### config.mk
export PLATFORM = sky130hd
export DESIGN_NAME = scan_range_gate_polar_to_xy_core
export DESIGN_NICKNAME = d
export VERILOG_FILES = /design/src/hdl/srgxy_pkg.sv /design/src/hdl/scan_range_gate_polar_to_xy_core.sv /design/src/hdl/srgxy_mul.sv /design/src/hdl/srgxy_trig.sv
export SDC_FILE = /design/constraint.sdc
export NUM_CORES = 2
export LEC_CHECK = 0
export BUFFER_PORTS_ARGS = -buffer_cell sky130_fd_sc_hd__buf_2
export CELL_PAD_IN_SITES_DETAIL_PLACEMENT = 1
export CELL_PAD_IN_SITES_GLOBAL_PLACEMENT = 2
export CORE_MARGIN = 2
export CORE_UTILIZATION = 39
export CTS_CLUSTER_DIAMETER = 50
export DETAILED_ROUTE_END_ITERATION = 6
export GPL_TIMING_DRIVEN = 1
export PLACE_DENSITY = 0.85
export SYNTH_ARGS = -nofsm -noshare
export SYNTH_HDL_FRONTEND = slang
export SYNTH_HIERARCHICAL = 1
export SYNTH_SLANG_ARGS = --single-unit
### constraint.sdc
create_clock -name clk -period 8.55 [get_ports clk]
set_input_delay 0.855 -clock clk [delete_from_list [all_inputs] [get_ports clk]]
set_output_delay 0.855 -clock clk [all_outputs]
set_load 0.1 [all_outputs]
### src/hdl/srgxy_pkg.sv
// shared types, constants and helper functions for the scan range gate
// and polar to xy converter; no dependencies
package srgxy_pkg;

    // field and register widths
    localparam int RANGE_W  = 16;
    localparam int INDEX_W  = 12;
    localparam int COUNT_W  = 13;
    localparam int ANGLE_W  = 17;
    localparam int STEP_W   = 16;
    localparam int COORD_W  = 17;
    localparam int CFG_W    = 17;
    localparam int CFG_IDX_W = 2;
    localparam int IN_DATA_W  = 16;
    localparam int OUT_DATA_W = 40;

    // scan length limit and index cap
    localparam int MAX_SAMPLES = 4096;
    localparam int INDEX_LIMIT = (1 << INDEX_W) - 1;
    localparam logic [INDEX_W-1:0] INDEX_CAP =
        INDEX_W'((MAX_SAMPLES - 1 < INDEX_LIMIT) ? MAX_SAMPLES - 1 : INDEX_LIMIT);
    localparam logic [COUNT_W-1:0] COUNT_MAX = '1;

    // register reset values
    localparam logic [RANGE_W-1:0] RANGE_LIMIT_RST = 16'd600;
    localparam logic [COUNT_W-1:0] COUNT_LIMIT_RST = 13'd10;
    localparam logic [ANGLE_W-1:0] ANGLE_START_RST = 17'h18000;
    localparam logic [STEP_W-1:0]  ANGLE_STEP_RST  = 16'd182;

    // register indexes
    typedef enum logic [CFG_IDX_W-1:0] {
        REG_RANGE_LIMIT = 2'd0,
        REG_COUNT_LIMIT = 2'd1,
        REG_ANGLE_START = 2'd2,
        REG_ANGLE_STEP  = 2'd3
    } cfg_reg_t;

    // angle arithmetic
    localparam int ANGLE_SUM_W = 30;
    localparam logic signed [ANGLE_SUM_W-1:0] QUARTER_TURN = 30'sd16384;
    localparam logic [31:0] PI_Q30  = 32'd3373259426;
    localparam logic [30:0] ONE_Q30 = 31'h4000_0000;

    // polynomial steps: sine uses 0..3, cosine uses 4..8
    localparam logic [3:0] SIN_LAST_STEP = 4'd3;
    localparam logic [3:0] COS_LAST_STEP = 4'd8;

    // reciprocals floor(2^(32+p)/k), each below 2^32
    localparam logic [31:0] RECIP_72 = 32'((64'd1 << 38) / 64'd72);
    localparam logic [31:0] RECIP_42 = 32'((64'd1 << 37) / 64'd42);
    localparam logic [31:0] RECIP_20 = 32'((64'd1 << 36) / 64'd20);
    localparam logic [31:0] RECIP_6  = 32'((64'd1 << 34) / 64'd6);
    localparam logic [31:0] RECIP_90 = 32'((64'd1 << 38) / 64'd90);
    localparam logic [31:0] RECIP_56 = 32'((64'd1 << 37) / 64'd56);
    localparam logic [31:0] RECIP_30 = 32'((64'd1 << 36) / 64'd30);
    localparam logic [31:0] RECIP_12 = 32'((64'd1 << 35) / 64'd12);
    localparam logic [31:0] RECIP_2  = 32'((64'd1 << 32) / 64'd2);

    // trig sequencer states
    typedef enum logic [3:0] {
        C_IDLE,
        C_ANGLE,
        C_GATE,
        C_XR,
        C_XSQ,
        C_X2,
        C_H_XF,
        C_H_REC,
        C_H_BACK,
        C_H_FIX,
        C_SIN,
        C_SINQ,
        C_COSQ,
        C_XMUL,
        C_YMUL,
        C_YFIN
    } core_state_t;

    // one job handed to the trig unit
    typedef struct packed {
        logic [RANGE_W-1:0] range_mm;
        logic [INDEX_W-1:0] sample_index;
        logic [RANGE_W-1:0] range_limit;
        logic [ANGLE_W-1:0] angle_start;
        logic [STEP_W-1:0]  angle_step;
    } job_t;

    // result of the trig unit
    typedef struct packed {
        logic               point_valid;
        logic [COORD_W-1:0] x_mm;
        logic [COORD_W-1:0] y_mm;
    } point_t;

    // trig unit status
    typedef struct packed {
        logic idle;
        logic done;
    } core_status_t;

    // divisor per polynomial step
    function automatic logic [6:0] divisor_of(input logic [3:0] step);
        logic [6:0] k;
        unique case (step)
            4'd0:    k = 7'd72;
            4'd1:    k = 7'd42;
            4'd2:    k = 7'd20;
            4'd3:    k = 7'd6;
            4'd4:    k = 7'd90;
            4'd5:    k = 7'd56;
            4'd6:    k = 7'd30;
            4'd7:    k = 7'd12;
            4'd8:    k = 7'd2;
            default: k = 7'd2;
        endcase
        return k;
    endfunction

    // reciprocal per polynomial step
    function automatic logic [31:0] recip_of(input logic [3:0] step);
        logic [31:0] m;
        unique case (step)
            4'd0:    m = RECIP_72;
            4'd1:    m = RECIP_42;
            4'd2:    m = RECIP_20;
            4'd3:    m = RECIP_6;
            4'd4:    m = RECIP_90;
            4'd5:    m = RECIP_56;
            4'd6:    m = RECIP_30;
            4'd7:    m = RECIP_12;
            4'd8:    m = RECIP_2;
            default: m = RECIP_2;
        endcase
        return m;
    endfunction

    // extra right shift beyond 32 per polynomial step
    function automatic logic [2:0] shift_of(input logic [3:0] step);
        logic [2:0] p;
        unique case (step)
            4'd0:    p = 3'd6;
            4'd1:    p = 3'd5;
            4'd2:    p = 3'd4;
            4'd3:    p = 3'd2;
            4'd4:    p = 3'd6;
            4'd5:    p = 3'd5;
            4'd6:    p = 3'd4;
            4'd7:    p = 3'd3;
            4'd8:    p = 3'd0;
            default: p = 3'd0;
        endcase
        return p;
    endfunction

    // q30 to q0.15 with round to nearest and saturation
    function automatic logic [14:0] q30_to_q15(input logic [31:0] v);
        logic [32:0] r;
        r = {1'b0, v} + 33'd16384;
        if (r[32:15] > 18'd32767)
            return 15'h7fff;
        return r[29:15];
    endfunction

endpackage

### src/hdl/scan_range_gate_polar_to_xy_core.sv
// Lidar scan range gate with polar to xy conversion, top level. One range sample
// enters per beat; its angle is angle_start + angle_step * index (65536 units per
// turn). A sample below the range limit and strictly inside a quarter turn either
// side becomes a point with x, y in mm from q0.15 polynomial sine and cosine. Every
// sample yields one result beat; the beat with tlast reports stop when the scan's
// accepted count exceeds the count limit, and clears index and count. One shared
// 32x32 multiplier is stepped by the sequencer through angle, radians, square, nine
// polynomial divide steps (product, reciprocal estimate, back-multiply, correction),
// the sine product and the two coordinate products; a rejected sample goes from the
// gate straight to the result state.
// The input is ready only while the sequencer is idle; a result register lets the
// next sample start while a result waits, and while that register is still full
// the sequencer holds its finished sample and the input stays not ready.
// depends on srgxy_pkg, srgxy_trig and srgxy_mul
module scan_range_gate_polar_to_xy_core (
    input  logic                              clk,
    input  logic                              rst_n,
    // input samples
    input  logic                              s_tvalid,
    output logic                              s_tready,
    input  logic [srgxy_pkg::IN_DATA_W-1:0]   s_tdata,   // [15:0] range_mm
    input  logic                              s_tlast,   // last_sample
    // output points
    output logic                              m_tvalid,
    input  logic                              m_tready,
    output logic [srgxy_pkg::OUT_DATA_W-1:0]  m_tdata,   // [0] point_valid, [17:1] x_mm,
                                                         // [34:18] y_mm, [35] stop, rest 0
    output logic                              m_tlast,   // scan_done
    // configuration writes
    input  logic                              cfg_we,
    input  logic [srgxy_pkg::CFG_IDX_W-1:0]   cfg_index,
    input  logic [srgxy_pkg::CFG_W-1:0]       cfg_data
);
    import srgxy_pkg::*;

    logic [RANGE_W-1:0] range_limit_reg;
    logic [COUNT_W-1:0] count_limit_reg;
    logic [ANGLE_W-1:0] angle_start_reg;
    logic [STEP_W-1:0]  angle_step_reg;
    logic [INDEX_W-1:0] index_reg;
    logic [INDEX_W-1:0] index_next;
    logic [COUNT_W-1:0] count_reg;
    logic [COUNT_W-1:0] count_next;
    logic               last_reg;
    logic               out_valid_reg;
    logic [OUT_DATA_W-1:0] out_data_reg;
    logic [OUT_DATA_W-1:0] out_data_next;
    logic               out_last_reg;

    job_t         job;
    point_t       point;
    core_status_t status;
    logic         accept;
    logic         take;
    logic [COUNT_W-1:0] count_inc;
    logic         stop;

    // handshake
    assign s_tready = status.idle;
    assign accept   = s_tvalid && s_tready;
    assign take     = status.done && (!out_valid_reg || m_tready);

    assign job.range_mm     = s_tdata[RANGE_W-1:0];
    assign job.sample_index = index_reg;
    assign job.range_limit  = range_limit_reg;
    assign job.angle_start  = angle_start_reg;
    assign job.angle_step   = angle_step_reg;

    srgxy_trig u_trig (
        .clk    (clk),
        .rst_n  (rst_n),
        .start  (accept),
        .job    (job),
        .take   (take),
        .status (status),
        .point  (point)
    );

    // configuration registers
    always_ff @(posedge clk or negedge rst_n)
    begin
        if (!rst_n)
        begin
            range_limit_reg <= RANGE_LIMIT_RST;
            count_limit_reg <= COUNT_LIMIT_RST;
            angle_start_reg <= ANGLE_START_RST;
            angle_step_reg  <= ANGLE_STEP_RST;
        end
        else if (cfg_we)
        begin
            unique case (cfg_reg_t'(cfg_index))
                REG_RANGE_LIMIT: range_limit_reg <= cfg_data[RANGE_W-1:0];
                REG_COUNT_LIMIT: count_limit_reg <= cfg_data[COUNT_W-1:0];
                REG_ANGLE_START: angle_start_reg <= cfg_data[ANGLE_W-1:0];
                REG_ANGLE_STEP:  angle_step_reg  <= cfg_data[STEP_W-1:0];
                default:         range_limit_reg <= range_limit_reg;
            endcase
        end
    end

    // scan index, accepted count and stop decision
    always_comb
    begin
        count_inc = (point.point_valid && count_reg != COUNT_MAX) ? count_reg + 13'd1
                                                                   : count_reg;
        stop = last_reg && (count_inc > count_limit_reg);
        if (last_reg)
        begin
            index_next = '0;
            count_next = '0;
        end
        else
        begin
            index_next = (index_reg < INDEX_CAP) ? index_reg + 12'd1 : index_reg;
            count_next = count_inc;
        end
        out_data_next = {{(OUT_DATA_W - 2 - 2*COORD_W){1'b0}}, stop,
                         point.y_mm, point.x_mm, point.point_valid};
    end

    always_ff @(posedge clk or negedge rst_n)
    begin
        if (!rst_n)
        begin
            index_reg     <= '0;
            count_reg     <= '0;
            out_valid_reg <= 1'b0;
        end
        else
        begin
            if (take)
            begin
                index_reg     <= index_next;
                count_reg     <= count_next;
                out_valid_reg <= 1'b1;
            end
            else if (m_tready)
            begin
                out_valid_reg <= 1'b0;
            end
        end
    end

    // sample flag and result payload
    always_ff @(posedge clk)
    begin
        if (accept)
            last_reg <= s_tlast;
        if (take)
        begin
            out_data_reg <= out_data_next;
            out_last_reg <= last_reg;
        end
    end

    assign m_tvalid = out_valid_reg;
    assign m_tdata  = out_data_reg;
    assign m_tlast  = out_last_reg;

    // index never passes its cap
    assert property (@(posedge clk) disable iff (!rst_n) index_reg <= INDEX_CAP)
        else $error("sample index beyond cap");

    // accepting a sample makes the sequencer busy
    assert property (@(posedge clk) disable iff (!rst_n) accept |=> !s_tready)
        else $error("input ready right after accept");

    // a rejected sample carries zero coordinates
    assert property (@(posedge clk) disable iff (!rst_n)
        (take && !point.point_valid) |-> (point.x_mm == '0 && point.y_mm == '0))
        else $error("rejected sample with nonzero coordinates");

    // end of scan clears index and count
    assert property (@(posedge clk) disable iff (!rst_n)
        (take && last_reg) |=> (index_reg == '0 && count_reg == '0))
        else $error("scan end did not clear state");

    // a finished result and an idle sequencer exclude each other
    assert property (@(posedge clk) disable iff (!rst_n) !(status.idle && status.done))
        else $error("sequencer idle and done at once");

endmodule

### src/hdl/srgxy_mul.sv
// shared 32 by 32 unsigned multiplier with registered product
// depends on nothing but the clock
module srgxy_mul (
    input  logic        clk,
    input  logic [31:0] a,
    input  logic [31:0] b,
    output logic [63:0] prod
);

    logic [63:0] prod_reg;
    logic [63:0] prod_next;

    // one product per cycle
    assign prod_next = {32'd0, a} * {32'd0, b};

    always_ff @(posedge clk)
    begin
        prod_reg <= prod_next;
    end

    assign prod = prod_reg;

endmodule

### src/hdl/srgxy_trig.sv
// range and angle gate plus sine and cosine polynomial sequencer
// depends on srgxy_pkg and the shared multiplier srgxy_mul
module srgxy_trig (
    input  logic                   clk,
    input  logic                   rst_n,
    input  logic                   start,
    input  srgxy_pkg::job_t        job,
    input  logic                   take,
    output srgxy_pkg::core_status_t status,
    output srgxy_pkg::point_t      point
);
    import srgxy_pkg::*;

    core_state_t state_reg;
    core_state_t state_next;

    logic [31:0] mul_a;
    logic [31:0] mul_b;
    logic [63:0] prod;

    job_t          job_reg;
    logic          valid_reg;
    logic          neg_reg;
    logic [13:0]   u_reg;
    logic [30:0]   xr_reg;
    logic [31:0]   x2_reg;
    logic [30:0]   f_reg;
    logic [3:0]    step_reg;
    logic [31:0]   t_reg;
    logic [31:0]   q0_reg;
    logic [14:0]   s_reg;
    logic [14:0]   c_reg;
    logic [COORD_W-1:0] x_reg;
    logic [COORD_W-1:0] y_reg;
    logic          done_seen_reg;

    logic signed [ANGLE_SUM_W-1:0] angle;
    logic [ANGLE_SUM_W-1:0]        angle_mag;
    logic                          gate_pass;
    logic [31:0]                   q0;
    logic [31:0]                   rem;
    logic [31:0]                   q_fix;
    logic [30:0]                   f_fix;
    logic [31:0]                   rnd;
    logic                          done;

    srgxy_mul u_mul (
        .clk  (clk),
        .a    (mul_a),
        .b    (mul_b),
        .prod (prod)
    );

    // angle of the sample and the gate
    always_comb
    begin
        angle = {{(ANGLE_SUM_W-ANGLE_W){job_reg.angle_start[ANGLE_W-1]}}, job_reg.angle_start}
              + {2'b00, prod[27:0]};
        angle_mag = angle[ANGLE_SUM_W-1] ? (ANGLE_SUM_W'(0) - angle) : angle;
        gate_pass = (job_reg.range_mm < job_reg.range_limit)
                 && (angle > -QUARTER_TURN) && (angle < QUARTER_TURN);
    end

    // divide by step constant: reciprocal estimate, then one correction
    always_comb
    begin
        q0    = prod[63:32] >> shift_of(step_reg);
        rem   = t_reg - prod[31:0];
        q_fix = q0_reg + {31'd0, (rem >= {25'd0, divisor_of(step_reg)})};
        f_fix = (q_fix >= {1'b0, ONE_Q30}) ? 31'd0 : 31'({1'b0, ONE_Q30} - q_fix);
        rnd   = prod[31:0] + 32'd16384;
    end

    // state register
    always_ff @(posedge clk or negedge rst_n)
    begin
        if (!rst_n)
            state_reg <= C_IDLE;
        else
            state_reg <= state_next;
    end

    // next state and multiplier operands
    always_comb
    begin
        state_next = state_reg;
        mul_a      = '0;
        mul_b      = '0;
        done       = 1'b0;
        unique case (state_reg)
            C_IDLE:
            begin
                if (start)
                    state_next = C_ANGLE;
            end
            C_ANGLE:
            begin
                mul_a      = 32'(job_reg.angle_step);
                mul_b      = 32'(job_reg.sample_index);
                state_next = C_GATE;
            end
            C_GATE:
            begin
                state_next = gate_pass ? C_XR : C_YFIN;
            end
            C_XR:
            begin
                mul_a      = 32'(u_reg);
                mul_b      = PI_Q30;
                state_next = C_XSQ;
            end
            C_XSQ:
            begin
                mul_a      = {1'b0, prod[45:15]};
                mul_b      = {1'b0, prod[45:15]};
                state_next = C_X2;
            end
            C_X2:
            begin
                state_next = C_H_XF;
            end
            C_H_XF:
            begin
                mul_a      = x2_reg;
                mul_b      = {1'b0, f_reg};
                state_next = C_H_REC;
            end
            C_H_REC:
            begin
                mul_a      = prod[61:30];
                mul_b      = recip_of(step_reg);
                state_next = C_H_BACK;
            end
            C_H_BACK:
            begin
                mul_a      = q0;
                mul_b      = 32'(divisor_of(step_reg));
                state_next = C_H_FIX;
            end
            C_H_FIX:
            begin
                if (step_reg == SIN_LAST_STEP)
                    state_next = C_SIN;
                else if (step_reg == COS_LAST_STEP)
                    state_next = C_COSQ;
                else
                    state_next = C_H_XF;
            end
            C_SIN:
            begin
                mul_a      = {1'b0, xr_reg};
                mul_b      = {1'b0, f_reg};
                state_next = C_SINQ;
            end
            C_SINQ:
            begin
                state_next = C_H_XF;
            end
            C_COSQ:
            begin
                state_next = C_XMUL;
            end
            C_XMUL:
            begin
                mul_a      = 32'(job_reg.range_mm);
                mul_b      = 32'(c_reg);
                state_next = C_YMUL;
            end
            C_YMUL:
            begin
                mul_a      = 32'(job_reg.range_mm);
                mul_b      = 32'(s_reg);
                state_next = C_YFIN;
            end
            C_YFIN:
            begin
                // rejected samples wait here too, x and y already zero
                done = !valid_reg || done_seen_reg;
                if (done && take)
                    state_next = C_IDLE;
            end
            default:
            begin
                state_next = C_IDLE;
            end
        endcase
    end

    // marks that the y result has been written
    always_ff @(posedge clk or negedge rst_n)
    begin
        if (!rst_n)
            done_seen_reg <= 1'b0;
        else if (state_reg == C_YFIN)
            done_seen_reg <= 1'b1;
        else
            done_seen_reg <= 1'b0;
    end

    // datapath registers
    always_ff @(posedge clk)
    begin
        unique case (state_reg)
            C_IDLE:
            begin
                if (start)
                    job_reg <= job;
            end
            C_GATE:
            begin
                valid_reg <= gate_pass;
                neg_reg   <= angle[ANGLE_SUM_W-1];
                u_reg     <= angle_mag[13:0];
                x_reg     <= '0;
                y_reg     <= '0;
            end
            C_XSQ:
            begin
                xr_reg <= prod[45:15];
            end
            C_X2:
            begin
                x2_reg   <= prod[61:30];
                f_reg    <= ONE_Q30;
                step_reg <= 4'd0;
            end
            C_H_REC:
            begin
                t_reg <= prod[61:30];
            end
            C_H_BACK:
            begin
                q0_reg <= q0;
            end
            C_H_FIX:
            begin
                f_reg    <= f_fix;
                step_reg <= step_reg + 4'd1;
            end
            C_SINQ:
            begin
                s_reg <= q30_to_q15(prod[61:30]);
                f_reg <= ONE_Q30;
            end
            C_COSQ:
            begin
                c_reg <= q30_to_q15({1'b0, f_reg});
            end
            C_YMUL:
            begin
                x_reg <= rnd[31:15];
            end
            C_YFIN:
            begin
                if (valid_reg && !done_seen_reg)
                    y_reg <= neg_reg ? (COORD_W'(0) - rnd[31:15]) : rnd[31:15];
            end
            default:
            begin
            end
        endcase
    end

    assign status.idle      = (state_reg == C_IDLE);
    assign status.done      = done;
    assign point.point_valid = valid_reg;
    assign point.x_mm        = x_reg;
    assign point.y_mm        = y_reg;

endmodule

==> flow_metrics.env <==
export IMPL_die_width_um=402
export IMPL_num_rows=145
export IMPL_yosysMostFrequentCell="inv_1"
export IMPL_track_usage_pct=27.6
export IMPL_timing_hold_violations_final=0
export IMPL_synth_seq_cells=532
export IMPL_yosysTopAreaCell="fa_1"
export IMPL_yosys_most_used_dff="edfxtp_1"
export IMPL_grt_first_pass_wirelength_um=340000
export IMPL_synth_area_top_cells="fa_1, edfxtp_1, ha_1, inv_1, and2_1"
export IMPL_dp_hpwl_um=178000
export IMPL_timing_hold_ws_ns=0.146
export IMPL_crit_arrival_ns=9.50
export IMPL_pin_count=84
export IMPL_crit_path_end_kind="flip-flop"
export IMPL_ff2ff_path_depth=30
export IMPL_synth_cell_types=105
export IMPL_ctsHoldBuffers=0
export IMPL_finalCritPeriodShare_pct=105
export IMPL_worstMarginPinSlew_ns=1.23
export IMPL_cts_max_level=2
export IMPL_clkLatencyLatePin_ns=0.68
export IMPL_crit_path_frequent_cell="fa_2"
export IMPL_drive_gt1_share_pct=21.1
export IMPL_worstReg2RegEnd="u_trig/u_mul/prod[56]$_DFF_P_"
export IMPL_required_ns=9.10
export IMPL_synth_edf_count=357
export IMPL_start_util_pct=39.4
export IMPL_layout_min_cycle_time_ns=8.94
export IMPL_clock_tree_buffer_depth=3
export IMPL_cts_made_buffers=61
export IMPL_run_status="complete, but fails checks"
export IMPL_r2r_slack_ns=-0.39
export IMPL_largest_register_ff_count=77
export IMPL_synth_top_area_share_pct=29.2
export IMPL_rr_startpoint="u_trig/state_reg[3]$_DFFE_PN0P_"
export IMPL_cp_start_kind="flip-flop"
export IMPL_synthTopCellsByCount="inv_1, fa_1, nand2_1, and2_1, ha_1"
export IMPL_post_drt_via_cell_ratio=5.52
export IMPL_drv_cap=0
export IMPL_ctsRootBufferMaster="clkbuf_16"
export IMPL_path_max_fanout=10
export IMPL_grt_start_max_net_pins=78
export IMPL_syn_inst=6368
export IMPL_grt_pass1_vias=55100
export IMPL_first_pass_iters=7
export IMPL_clock_fmax_ghz=0.112
export IMPL_port_buffers=79
export IMPL_finalWirelength_um=231000
export IMPL_slowest_delay_ns=0.58
export IMPL_first_iter_violations=4162
export IMPL_setup_viol=27
export IMPL_grt_overflow=0
export IMPL_rsz0062_at_grt="yes"
export IMPL_synth_warning_count=6
export IMPL_crit_type="flip-flop to flip-flop"
export IMPL_syn_to_final_growth_pct=22.3
export IMPL_cts_tree="yes"
export IMPL_fin_skew_ns=0.0859
export IMPL_wl_per_cell_um=25.2
export IMPL_slowest_stage="fa_2"
export IMPL_synthArstFlopShare_pct=17.5
export IMPL_violations="DRC, setup timing"
export IMPL_postRouteAntennaNets=0
export IMPL_syn_area_sq_um=61600
export IMPL_hold_path_class="primary input to async pin"
export IMPL_clk_pin_slew_ns=0.07
export IMPL_syn_area_per_cell_sq_um=9.68
export IMPL_gp_congestion=0.947
export IMPL_ys_seq_area_share_pct=23.9
export IMPL_antenna_found_initial=17
export IMPL_coreArea_sq_um=157000
export IMPL_drv_slew=0
export IMPL_max_slew_margin_pct=15.6
export IMPL_die_area_sq_um=161000
export IMPL_die_h_um=402
export IMPL_nets=8343
export IMPL_cts_sinks=532
export IMPL_num_vias=50400
export IMPL_num_fill_cells=17400
export IMPL_drc=9
export IMPL_layout_setup_ws_ns=-0.395
==> what timing repair did <==
| item | in CTS | in global routing |
|---|---|---|
| gates resized for setup | 269 | 213 |
| endpoints found under the setup margin | 37 | 36 |
| pin swaps | 194 | 172 |
| gates cloned | 11 | 10 |
| buffers inserted | 70 | 56 |
==> cell usage in the layout (no fill, tap or decap), drive strengths merged, types with 33 or more instances in the layout <==
master | Yosys | final
mux2 | 82 | 82
dfrtp | 80 | 80
a22oi | 63 | 63
ha | 376 | 376
a222oi | 33 | 33
a21oi | 182 | 182
fa | 898 | 898
xnor2 | 141 | 141
clkbuf | 291 | 84
nor2 | 220 | 220
nor3 | 59 | 59
nand4 | 82 | 82
dfxtp | 82 | 82
xor2 | 76 | 76
buf | 40 | 908
and3 | 47 | 47
a21o | 64 | 64
inv | 1062 | 1075
nand2 | 776 | 776
nand3 | 118 | 118
and2 | 617 | 617
o21ai | 133 | 133
edfxtp | 357 | 357
==> final cells by class <==
cell class / instances / area, sq um / share of cell area (%)
antenna: 2 / 5.00 / 0.00664
clock buffer: 74 / 1620 / 2.14
clock inverter: 42 / 465 / 0.617
inverter: 1065 / 4000 / 5.30
multi-input combinational: 4443 / 43400 / 57.5
sequential: 532 / 14700 / 19.5
tap: 2058 / 2570 / 3.42
timing repair buffer: 925 / 8660 / 11.5
==> critical path: cells and delay by family, from the launching register on <==
kind / cells / cell delay, ns
DFF: 1 / 0.43
adders and majority gates: 9 / 4.34
AOI/OAI and AO/OA: 7 / 2.08
and+or+nand+nor: 5 / 0.84
buffers and inverters: 9 / 1.09
==> cells by family (layout without fill, tap and decap cells) <==
group,Yosys count,count (layout),synth area share (%)
compound gates,744,744,8.32
simple gates,2085,2085,17.2
fa+ha+maj,1274,1274,36.8
other cells,1,6,0.00608
mux,119,119,2.20
flops,532,532,23.9
xor+xnor,217,217,3.08
buf+inv,1396,2106,8.58
==> stage by stage <==
step | instance area [sq um] | setup TNS [ns] | setup WS (ns) | utilization (%) | std cells
finish | 75400 | -5.88 | -0.395 | 48.2 | 9141
global route | 75400 | -13.76 | -0.668 | 48.2 | 9139
CTS | 73900 | -2.32 | -0.225 | 47.2 | 9076
detailed placement | 69700 | -20.60 | -1.15 | 44.5 | 8879
global placement | 69700 | -18.35 | -1.16 | 44.5 | 8879
floorplan | 61700 | 0 | 0.00909 | - | 6371
==> routing by layer <==
| layer | global-route usage [%] | part of all wire, % | up-vias |
|---|---|---|---|
| li1 | - | - | 21800 |
| met2 | 46.2 | 48 | 1874 |
| met1 | 36.8 | 41 | 26300 |
| met4 | 8.16 | 3.7 | 8 |
| met5 | 0 | 0.022 | - |
| met3 | 4.33 | 7.5 | 444 |
==> worst max-delay path by stage <==
stage / slack, ns / to / start / cells past startpoint
6_report: -0.39 / u_trig/u_mul/prod[56]$_DFF_P_ / u_trig/state_reg[3]$_DFFE_PN0P_ / 30
5_1_grt: -0.67 / u_trig/u_mul/prod[48]$_DFF_P_ / u_trig/state_reg[0]$_DFFE_PN0P_ / 36
4_1_cts: -0.23 / u_trig/u_mul/prod[56]$_DFF_P_ / u_trig/state_reg[0]$_DFFE_PN0P_ / 32
3_5_place_dp: -1.15 / u_trig/u_mul/prod[43]$_DFF_P_ / u_trig/state_reg[1]$_DFFE_PN0P_ / 32
3_3_place_gp: -1.16 / u_trig/u_mul/prod[43]$_DFF_P_ / u_trig/state_reg[1]$_DFFE_PN0P_ / 32
2_1_floorplan: 0.009 / u_trig/u_mul/prod[59]$_DFF_P_ / flip-flop / 32
Power is left out: the tool's default activity adds up to more than one toggle a clock period on the data nets, which glitch-free logic cannot reach.
